### config.mk
export PLATFORM = sky130hd
export DESIGN_NAME = mma_cell
export DESIGN_NICKNAME = d
export VERILOG_FILES = /design/src/hdl/mma_pkg.sv /design/src/hdl/mma_cell.sv
export SDC_FILE = /design/constraint.sdc
export NUM_CORES = 1
export LEC_CHECK = 0
export BUFFER_PORTS_ARGS = -buffer_cell sky130_fd_sc_hd__buf_2
export CORE_AREA = 4 4 236 410
export DETAILED_ROUTE_END_ITERATION = 12
export DIE_AREA = 0 0 240 414
export PLACE_DENSITY = 0.53
export SYNTH_ARGS = -nofsm -noshare
export SYNTH_HDL_FRONTEND = slang
export SYNTH_SLANG_ARGS = --single-unit
### constraint.sdc
create_clock -name clk -period 19.4 [get_ports clk]
set_clock_uncertainty 0.05 [all_clocks]
set_input_delay 4.85 -clock clk [delete_from_list [all_inputs] [get_ports clk]]
set_output_delay 4.85 -clock clk [all_outputs]
set_load 0.01 [all_outputs]
### src/hdl/mma_pkg.sv
`timescale 1ns / 1ps

package mma_pkg;

  // input word operation codes
  typedef enum logic [1:0] {
    FN_WR_A = 2'd0,
    FN_WR_B = 2'd1,
    FN_WR_C = 2'd2,
    FN_RUN  = 2'd3
  } func_t;

  // configuration register indexes
  localparam logic [2:0] CFG_A_ROWS      = 3'd0;
  localparam logic [2:0] CFG_A_COLS      = 3'd1;
  localparam logic [2:0] CFG_B_COLS      = 3'd2;
  localparam logic [2:0] CFG_INNER_START = 3'd3;
  localparam logic [2:0] CFG_B_LAYOUT    = 3'd4;

  localparam int CFG_IDX_W  = 3;
  localparam int CFG_DATA_W = 4;
  localparam int ACC_W      = 32;

  // control broadcast from the sequencer to every cell
  typedef struct packed {
    logic c_rd;
    logic load;
    logic cap;
    logic shift;
    logic layout;
  } cell_ctl_t;

endpackage

### src/hdl/mma_cell.sv
`timescale 1ns / 1ps

module mma_cell #(
  parameter int MAX_DIM   = 8,
  parameter int ELEM_BITS = 16
) (
  input  logic                         clk,
  input  logic                         rst_n,
  input  mma_pkg::cell_ctl_t           ctl,
  input  logic                         live,
  input  logic                         wr_c,
  input  logic                         wr_br,
  input  logic                         wr_bt,
  input  logic [$clog2(MAX_DIM)-1:0]   wr_row,
  input  logic [$clog2(MAX_DIM)-1:0]   wr_col,
  input  logic signed [31:0]           wr_cval,
  input  logic signed [ELEM_BITS-1:0]  wr_bval,
  input  logic [$clog2(MAX_DIM)-1:0]   rd_row,
  input  logic                         tk_in_v,
  input  logic signed [ELEM_BITS-1:0]  tk_in_a,
  input  logic [$clog2(MAX_DIM)-1:0]   tk_in_kk,
  output logic                         tk_out_v,
  output logic signed [ELEM_BITS-1:0]  tk_out_a,
  output logic [$clog2(MAX_DIM)-1:0]   tk_out_kk,
  input  logic signed [31:0]           res_in,
  output logic signed [31:0]           res_out
);
  import mma_pkg::*;

  localparam int RW = $clog2(MAX_DIM);
  localparam int PW = 2 * ELEM_BITS;
  localparam int SW = ((PW > ACC_W) ? PW : ACC_W) + 1;
  localparam logic signed [SW-1:0] SAT_HI = SW'(32'sh7fffffff);
  localparam logic signed [SW-1:0] SAT_LO = -SW'(32'sh7fffffff) - SW'(1);

  // local column of C, B by row (row-major load) and B by column (transposed load)
  logic signed [ELEM_BITS-1:0] mem_br [MAX_DIM];
  logic signed [ELEM_BITS-1:0] mem_bt [MAX_DIM];
  logic signed [31:0]          mem_c  [MAX_DIM];

  logic signed [ELEM_BITS-1:0] br_rd_r, bt_rd_r;
  logic signed [31:0]          c_rd_r;
  logic                        v_r, pv_r;
  logic signed [ELEM_BITS-1:0] a_r;
  logic [RW-1:0]               kk_r;
  logic signed [PW-1:0]        prod_r;
  logic signed [31:0]          acc_r, res_r;

  logic signed [ELEM_BITS-1:0] b_sel;
  logic signed [SW-1:0]        sum;
  logic signed [31:0]          sum_sat;
  logic                        c_we;
  logic [RW-1:0]               c_addr;
  logic signed [31:0]          c_wdata;

  // b operand memories, read at the arriving token's index and registered alongside it
  always_ff @(posedge clk) begin
    if (wr_br) mem_br[wr_row] <= wr_bval;
    if (wr_bt) mem_bt[wr_col] <= wr_bval;
    br_rd_r <= mem_br[tk_in_kk];
    bt_rd_r <= mem_bt[tk_in_kk];
  end

  // c column: loaded from the input or written back at row end
  assign c_we    = wr_c | (ctl.cap & live);
  assign c_addr  = ctl.cap ? rd_row : wr_row;
  assign c_wdata = ctl.cap ? acc_r : wr_cval;

  always_ff @(posedge clk) begin
    if (c_we) mem_c[c_addr] <= c_wdata;
    if (ctl.c_rd) c_rd_r <= mem_c[rd_row];
  end

  // token stage handed to the next cell
  always_ff @(posedge clk) begin
    if (!rst_n) begin
      v_r  <= 1'b0;
      pv_r <= 1'b0;
    end else begin
      v_r  <= tk_in_v;
      pv_r <= v_r;
    end
  end

  always_ff @(posedge clk) begin
    a_r  <= tk_in_a;
    kk_r <= tk_in_kk;
  end

  assign tk_out_v  = v_r;
  assign tk_out_a  = a_r;
  assign tk_out_kk = kk_r;

  // product stage
  assign b_sel = ctl.layout ? bt_rd_r : br_rd_r;

  always_ff @(posedge clk) begin
    prod_r <= PW'(a_r) * PW'(b_sel);
  end

  // saturating accumulate
  always_comb begin
    sum = SW'(acc_r) + SW'(prod_r);
    if (sum > SAT_HI)      sum_sat = 32'sh7fffffff;
    else if (sum < SAT_LO) sum_sat = 32'sh80000000;
    else                   sum_sat = 32'(sum);
  end

  always_ff @(posedge clk) begin
    if (ctl.load)   acc_r <= c_rd_r;
    else if (pv_r)  acc_r <= sum_sat;
  end

  // result shift line toward cell zero
  always_ff @(posedge clk) begin
    if (ctl.cap)        res_r <= acc_r;
    else if (ctl.shift) res_r <= res_in;
  end

  assign res_out = res_r;

endmodule

==> summary.md, run 1 <==
| Metric | Value |
|---|---|
| Yosys top cell by area | edfxtp_1 |
| Wire length of the first global-routing pass | between 100000 and 150000 um |
| Max-slew violation count | 0 |
| Critical path required time | between 15 and 20 ns |
| Dpl ws | between 7 and 8 ns |
| Actual slew at the worst max-slew pin | 1.19 ns |
| Post-layout net count | between 3000 and 4000 |
| Synth cell types | 68 |
| CP dominant cell by count | fa_1 |
| Synthesized instance count | approximately 2600 |
| Maximum root-to-sink buffer count | 3 |
| Synth Register Bits | 693 |
| GRT met3 Usage | 0.0282 |
| Worst path cell trace | buf_2 > mux2_2 > nand2_1 > fa_1 > inv_1 > fa_1 > inv_1 > fa_1 > inv_1 > fa_1 > fa_1 > inv_1 > fa_1 > inv_1 > ha_1 > a21o_1 > a21o_1 > a21oi_1 > o21ai_0 > a221oi_2 > o21ai_1 > o41ai_1 > xnor2_1 |
| Post-synth EDFFs | between 600 and 700 |
| Final WL | 93500 um |
| Worst path bufs/invs | 6 |
| Fmax | 90.0 MHz |
| Post-synth top flop | edfxtp_1 |
| GRT Overall Usage | 0.191 |
| Final Critical Period | between 10 and 15 ns |
| H-tree Lvls | 3 |
| Detailed Routing Iterations Pass 1 | 5 |
| Vias in the first global route | around 23000 |
| P&R area growth vs syn | 12.9% |
| RD Place Congestion | ~0.85 |
| Synth warnings | 0 |
| Total global routing overflow | 0 |
| Synth top area share | 0.493 |
| GRT met2 Usage | 0.345 |
| Num CTS Buffers | 68 |
| Data arrival, critical path | between 10 and 15 ns |
| Crit path launch type | input pin |
| Post-CTS setup buffers | 0 |
| Syn nets | 3118 |
| Worst setup margin | ~8.3 ns |
| Setup crit end kind | flop |
| Hold_buf cts | 0 |
| Final period utilization | 0.573 |
| Post-CTS sizing | 0 |
| FFs w/ async S/R, synth | 0 |
| Port-buffer cells | approximately 170 |
| Clock latency on the worst-skew pair | around 0.63 ns |
| Final hold vios | 0 |
| CP max stage delay | between 0.5 and 0.6 ns |
| Commonest cells in the synthesized netlist | edfxtp_1 (608), inv_1 (392), fa_1 (263), nand2_1 (194), mux4_2 (128) |
| Area contributors post-synth | edfxtp_1 (49%), fa_1 (14%), mux4_2 (7.8%) |
| Filler instances | about 8400 |
| Setup_tns | 0 ns |
| Most used routing layer | met2 |
| Vias post-DR | between 20000 and 25000 |
| Drt wl/cell | about 23 um |
| Syn avg cell area | ~14 um^2 |
| Slew HR | 0.204 |
| # setup viols final | 0 |
| Number of remaining DRC errors | 0 |
| CTS tree | done |
| Cell Area, Synth | 0.0371 mm^2 |
| DP Wirelength | between 60000 and 70000 um |
| DR iter-0 viols | roughly 1400 |
| Clock slew at reported path FFs | 0.06 ns |
| Pin count of the biggest net entering global routing | 66 |
| Seq/Total Area, Yosys | 0.539 |
| Core Area | about 0.093 mm^2 |
| Crit path max-delay family | adder cells |
| Status | completed |
| Maxcap violations | 0 |
| Io pins | roughly 170 |
| Root buf cell | clkbuf_16 |
| Die H | around 410 um |
| Hold Path Class | flop to flop |
| FP Rows | around 150 |
| Sink Count | between 600 and 700 |
| Met1 global-route usage | 0.237 |
| Number of vias per cell | between 5 and 6 |
| Worst setup path category | input pin to flop |
| Max FO, Critical Path | 16 |
| Final ANT Viol Nets | 0 |
| Most frequent cell after synthesis | edfxtp_1 |
| Slowest CP cell | fa_1 |
| Initial core utilization | 0.397 |
| Antenna violations before repair | 8 |
| Die area | 0.0994 mm^2 |
| Proportion of layout cells with a drive suffix above 1 | 0.195 |
| Die Wd | between 200 and 250 um |
| RSZ-0062 raised after global routing | false |
==> area by class of cell <==
| cell class | count | area [um^2] | share of cell area |
|---|---|---|---|
| Timing Repair Buffer | 216 | 1200 | 0.0287 |
| Tap cell | 1200 | 1500 | 0.0359 |
| Antenna cell | 4 | 10.0 | 0.000239 |
| Clock buffer | 85 | 1870 | 0.0447 |
| Clock inverter | 41 | 493 | 0.0118 |
| Multi-Input combinational cell | 1435 | 15400 | 0.367 |
| Sequential cell | 693 | 20000 | 0.477 |
| Inverter | 392 | 1470 | 0.0352 |
==> worst paths after layout <==
check,to,cells past startpoint,start,slack (ns)
hold reg to reg,pv_r,1,tk_out_v,0.42
setup / recovery,prod_r[29],23,ctl[0],8.28
setup reg to reg,prod_r[29],21,tk_out_a[7],12.48
hold / removal,pv_r,1,tk_out_v,0.42
==> metrics by stage <==
| step | hold slack (ns) | utilization | cell area, um^2 | cells |
|---|---|---|---|---|
| after floorplan | 0.450 | - | 37100 | 2621 |
| after global placement | 0.405 | 0.423 | 39500 | 3935 |
| after detailed placement | 0.410 | 0.423 | 39500 | 3935 |
| after CTS | 0.423 | 0.448 | 41800 | 4061 |
| after global routing | 0.443 | 0.448 | 41800 | 4062 |
| final | 0.424 | 0.448 | 41900 | 4066 |
==> state kept, by name, summed over array words and instances (netlist names) <==
| signal | flops |
|---|---|
| bt_rd_r | 16 |
| res_out | 32 |
| prod_r | 32 |
| tk_out_v | 1 |
| mem_bt | 128 |
| tk_out_a | 16 |
| br_rd_r | 16 |
| acc_r | 32 |
| tk_out_kk | 3 |
| pv_r | 1 |
| c_rd_r | 32 |
| mem_c | 256 |
| mem_br | 128 |
==> layer usage <==
metal	wire, um	part of all wire
met3	3950	0.042
met2	49900	0.53
met4	2520	0.027
met5	29	0.00031
met1	37100	0.40
==> cells in the final DEF (no fill, tap or decap), drive strengths merged, types with 83 or more instances in the layout <==
| master | netlist | final |
|---|---|---|
| buf | 21 | 216 |
| clkbuf | 80 | 85 |
| dfxtp | 85 | 85 |
| edfxtp | 608 | 608 |
| fa | 263 | 263 |
| ha | 114 | 114 |
| inv | 392 | 394 |
| mux4 | 128 | 128 |
| nand2 | 194 | 194 |
| nor2b | 83 | 83 |
| o21ai | 122 | 122 |
==> cell families after synthesis <==
kind of cell               synth area share
adders and majority gates             0.181
muxes                                 0.103
buffers and inverters                0.0502
xor gates and xnor gates             0.0151
AOI/OAI and AO/OA                    0.0464
DFF                                   0.539
and+or+nand+nor                      0.0657
Power of run 1 is left out: the tool's default activity adds up to more than one toggle a clock period on the data nets, which glitch-free logic cannot reach.
==> inputs of run 2 (changes only) <==
- ABC_AREA: unset -> 1
- CORE_AREA: 4 4 236 410 -> 4 4 238 414
- DIE_AREA: 0 0 240 414 -> 0 0 242 418
- clock period: 19.4 -> 11.6 ns (I/O delays scaled with it)
==> summary.md, run 2 <==
| Metric | Value |
|---|---|
| Maxcap violations | 0 (unchanged) |
| Final period utilization | 0.776 |
| FF-to-FF path depth | 23 (+9.5%) |
| Core Area | 0.0953 mm^2 (+2.2%) |
| Synth cell types | 44 (-35%) |
| Number of remaining DRC errors | 0 (unchanged) |
| Final hold vios | 0 (unchanged) |
| Post-synth EDFFs | 608 (unchanged) |
| Clock slew at reported path FFs | 0.06 ns (about the same) |
| Data arrival, critical path | 9.51 ns (-2.11 ns) |
| Number of vias per cell | 5.09 (-1.8%) |
| Max-slew violation count | 0 (unchanged) |
| Sink Count | 693 (unchanged) |
| Seq/Total Area, Yosys | 0.528 (-0.0103) |
| Post-synth top flop | edfxtp_1 |
| Filler instances | 9091 (+7.6%) |
| Commonest non-fill, non-tap cell in the layout | nor2_1 |
| Die area | 0.101 mm^2 (+1.8%) |
| Setup crit end kind | flop |
| DR iter-0 viols | 1483 (+9.1%) |
| Cell Area, Synth | 0.0378 mm^2 (+2.0%) |
| Proportion of layout cells with a drive suffix above 1 | 0.0989 (-0.0964) |
| Hold Path Class | flop to flop |
| Worst path bufs/invs | 6 (unchanged) |
| Biggest regs | mem_c (256), mem_br (128), mem_bt (128) |
| Most frequent cell after synthesis | nor2_1 |
| Die H | 418 um (+0.97%) |
| Post-CTS setup buffers | 0 (unchanged) |
| Syn nets | 4153 (+33%) |
| Slew HR | 0.161 (-0.0436) |
| Fmax | 111 MHz |
| Area occupied by multi-input gates | 0.0156 mm^2 (+1.9%) |
| RD Place Congestion | 0.928 (+8.9%) |
| Crit path max-delay family | adder cells |
| Total stage count of the critical path | 22 (-4.3%) |
| Drt wl/cell | 20.7 um (-10%) |
| Largest register FFs | 256 (unchanged) |
| Synthesized instance count | 3656 (+39%) |
| Setup_tns | 0 ns (unchanged) |
| Pin count of the biggest net entering global routing | 92 (+39%) |
| CP dominant cell by count | fa_1 |
| Slowest CP cell | fa_1 |
| Detailed Routing Iterations Pass 1 | 6 (+1) |
| Final WL | 105000 um (+12%) |
| Final ANT Viol Nets | 0 (unchanged) |
| Antenna violations before repair | 5 (-3) |
| Synth Register Bits | 693 (unchanged) |
| Vias in the first global route | 26724 (+15%) |
| Actual slew at the worst max-slew pin | 1.25 ns (+0.0595 ns) |
| H-tree Lvls | 3 (unchanged) |
| CP max stage delay | 0.54 ns (-0.04 ns) |
| Status | completed |
| FP Rows | 150 (+1.4%) |
| P&R area growth vs syn | 11.8% |
| Syn avg cell area | 10.3 um^2 (-27%) |
| WHS Path Cells | 2 (+1) |
| Root buf cell | clkbuf_16 |
| Initial core utilization | 0.396 (-0.000768) |
| Num CTS Buffers | 70 (+2.9%) |
| Yosys top cell by area | edfxtp_1 |
| Area contributors post-synth | edfxtp_1 (48%), fa_1 (14%), nor2_1 (7.8%) |
| Clock latency on the worst-skew pair | 0.68 ns (+0.05 ns) |
| Maximum root-to-sink buffer count | 3 (unchanged) |
| # setup viols final | 0 (unchanged) |
| Post-layout net count | 4294 (+30%) |
| Synth top area share | 0.483 (-0.00946) |
| Io pins | 172 (unchanged) |
| Sequential cell area | 0.0200 mm^2 (unchanged) |
| Port-buffer cells | 171 (unchanged) |
| Post-CTS sizing | 0 (unchanged) |
| Worst setup path category | input pin to flop |
| Most frequent cells in the layout | nor2_1 (778), edfxtp_1 (608), nand2_1 (566), inv_1 (425), o21ai_0 (279) |
| Wire length of the first global-routing pass | 158000 um (+11%) |
| Largest Register | mem_c |
| Worst path cell trace | buf_2 > inv_1 > or2_2 > nand2_1 > inv_1 > nand2_1 > fa_1 > fa_1 > inv_1 > fa_1 > fa_1 > fa_1 > inv_1 > fa_1 > inv_1 > ha_1 > a21oi_1 > a21boi_0 > o21ai_0 > a21oi_1 > o21ai_0 > xor2_1 |
| Max FO, Critical Path | 17 (+1) |
| Die Wd | 242 um (+0.83%) |
| DP Wirelength | 73200 um (+11%) |
| Crit path launch type | input pin |
| RSZ-0062 raised after global routing | false |
| Final Critical Period | approximately 9.0 ns |
| Commonest cells in the synthesized netlist | nor2_1 (788), edfxtp_1 (608), nand2_1 (566), inv_1 (429), o21ai_0 (280) |
| Synth warnings | 0 (unchanged) |
| Total global routing overflow | 0 (unchanged) |
| Hold_buf cts | 0 (unchanged) |
| Vias post-DR | 25808 (+22%) |
| CTS tree | done |
| GRT Overall Usage | 0.207 (+0.0161) |
| FFs w/ async S/R, synth | 0 (unchanged) |
| Critical path required time | 12.10 ns (-7.80 ns) |
## run 2: cell count changes after synthesis, sizes merged, moves of 20 or more
| cell | before | now |
|---|---|---|
| a31oi | 10 | 64 |
| nor2 | 67 | 791 |
| mux2 | 77 | 0 |
| inv | 392 | 435 |
| o21ai | 122 | 282 |
| clkbuf | 80 | 119 |
| nand2 | 194 | 575 |
| and2 | 62 | 1 |
| nor2b | 83 | 0 |
| nand2b | 20 | 0 |
| a21oi | 80 | 56 |
| o22ai | 7 | 64 |
| mux4 | 128 | 0 |
## run 2: final timing paths
path	start	endpoint	slack [ns]
worst max register to register	br_rd_r[5]	prod_r[29]	5.01
worst min-delay path	tk_out_v	pv_r	0.39
worst min register to register	tk_out_v	pv_r	0.39
worst max-delay path	ctl[0]	prod_r[19]	2.60
## run 2: stage by stage
stage / hold slack (ns) / setup slack [ns] / cell area, um^2 / util / cells
2_1_floorplan: 0.408 / 3.10 / 37800 / - / 3656
3_3_place_gp: 0.389 / 2.07 / 40000 / 0.419 / 4941
3_5_place_dp: 0.386 / 2.01 / 40000 / 0.419 / 4941
4_1_cts: 0.392 / 2.71 / 42200 / 0.443 / 5068
5_1_grt: 0.420 / 2.13 / 42200 / 0.443 / 5068
6_report: 0.389 / 2.60 / 42300 / 0.443 / 5071
## run 2: cell type report
type / instances / area share
Sequential cell: 693 / 0.472
Multi-Input combinational cell: 2379 / 0.370
Clock buffer: 89 / 0.0444
Inverter: 442 / 0.0393
Tap cell: 1216 / 0.0360
Timing Repair Buffer: 211 / 0.0275
Clock inverter: 38 / 0.00995
Antenna cell: 3 / 0.000178
## run 2: logic make-up (layout without fill, tap and decap cells)
group / count (synthesis) / after routing / synth area share
AO/OA/AOI/OAI: 497 / 497 / 0.0725
XOR/XNOR: 49 / 49 / 0.0114
adder cells (fa/ha/maj): 377 / 377 / 0.177
buffers and inverters: 584 / 780 / 0.0593
flip-flops: 693 / 693 / 0.528
multiplexers: 2 / 2 / 0.000530
other: 0 / 3 / 0
AND/OR/NAND/NOR: 1454 / 1454 / 0.151
## run 2: layer usage
layer  wire, um  up-vias  global-route usage
met5         27        -                   0
met4       5210        4              0.0969
met3       4400      210              0.0295
met2      56300      639               0.391
met1      38800    12742               0.229
li1           -    12213                   -
## run 2: worst register-to-register path, stage by stage, from the launching register on
cell and delay (ns):
dfxtp_1 0.37, o21ai_1 0.98, nor2_1 0.18, inv_1 0.14
fa_1 0.40, inv_1 0.13, fa_1 0.52, fa_1 0.50
fa_1 0.51, fa_1 0.51, inv_1 0.05, fa_1 0.47
inv_1 0.04, ha_1 0.37, nand2_1 0.12, nor2_1 0.14
nor3b_1 0.31, nand4_1 0.12, nand3_1 0.15, nand2_1 0.07
nand2_1 0.11, nand3_1 0.10, nand3_1 0.08, nand2_1 0.05
Power of run 2 is left out for the same reason.
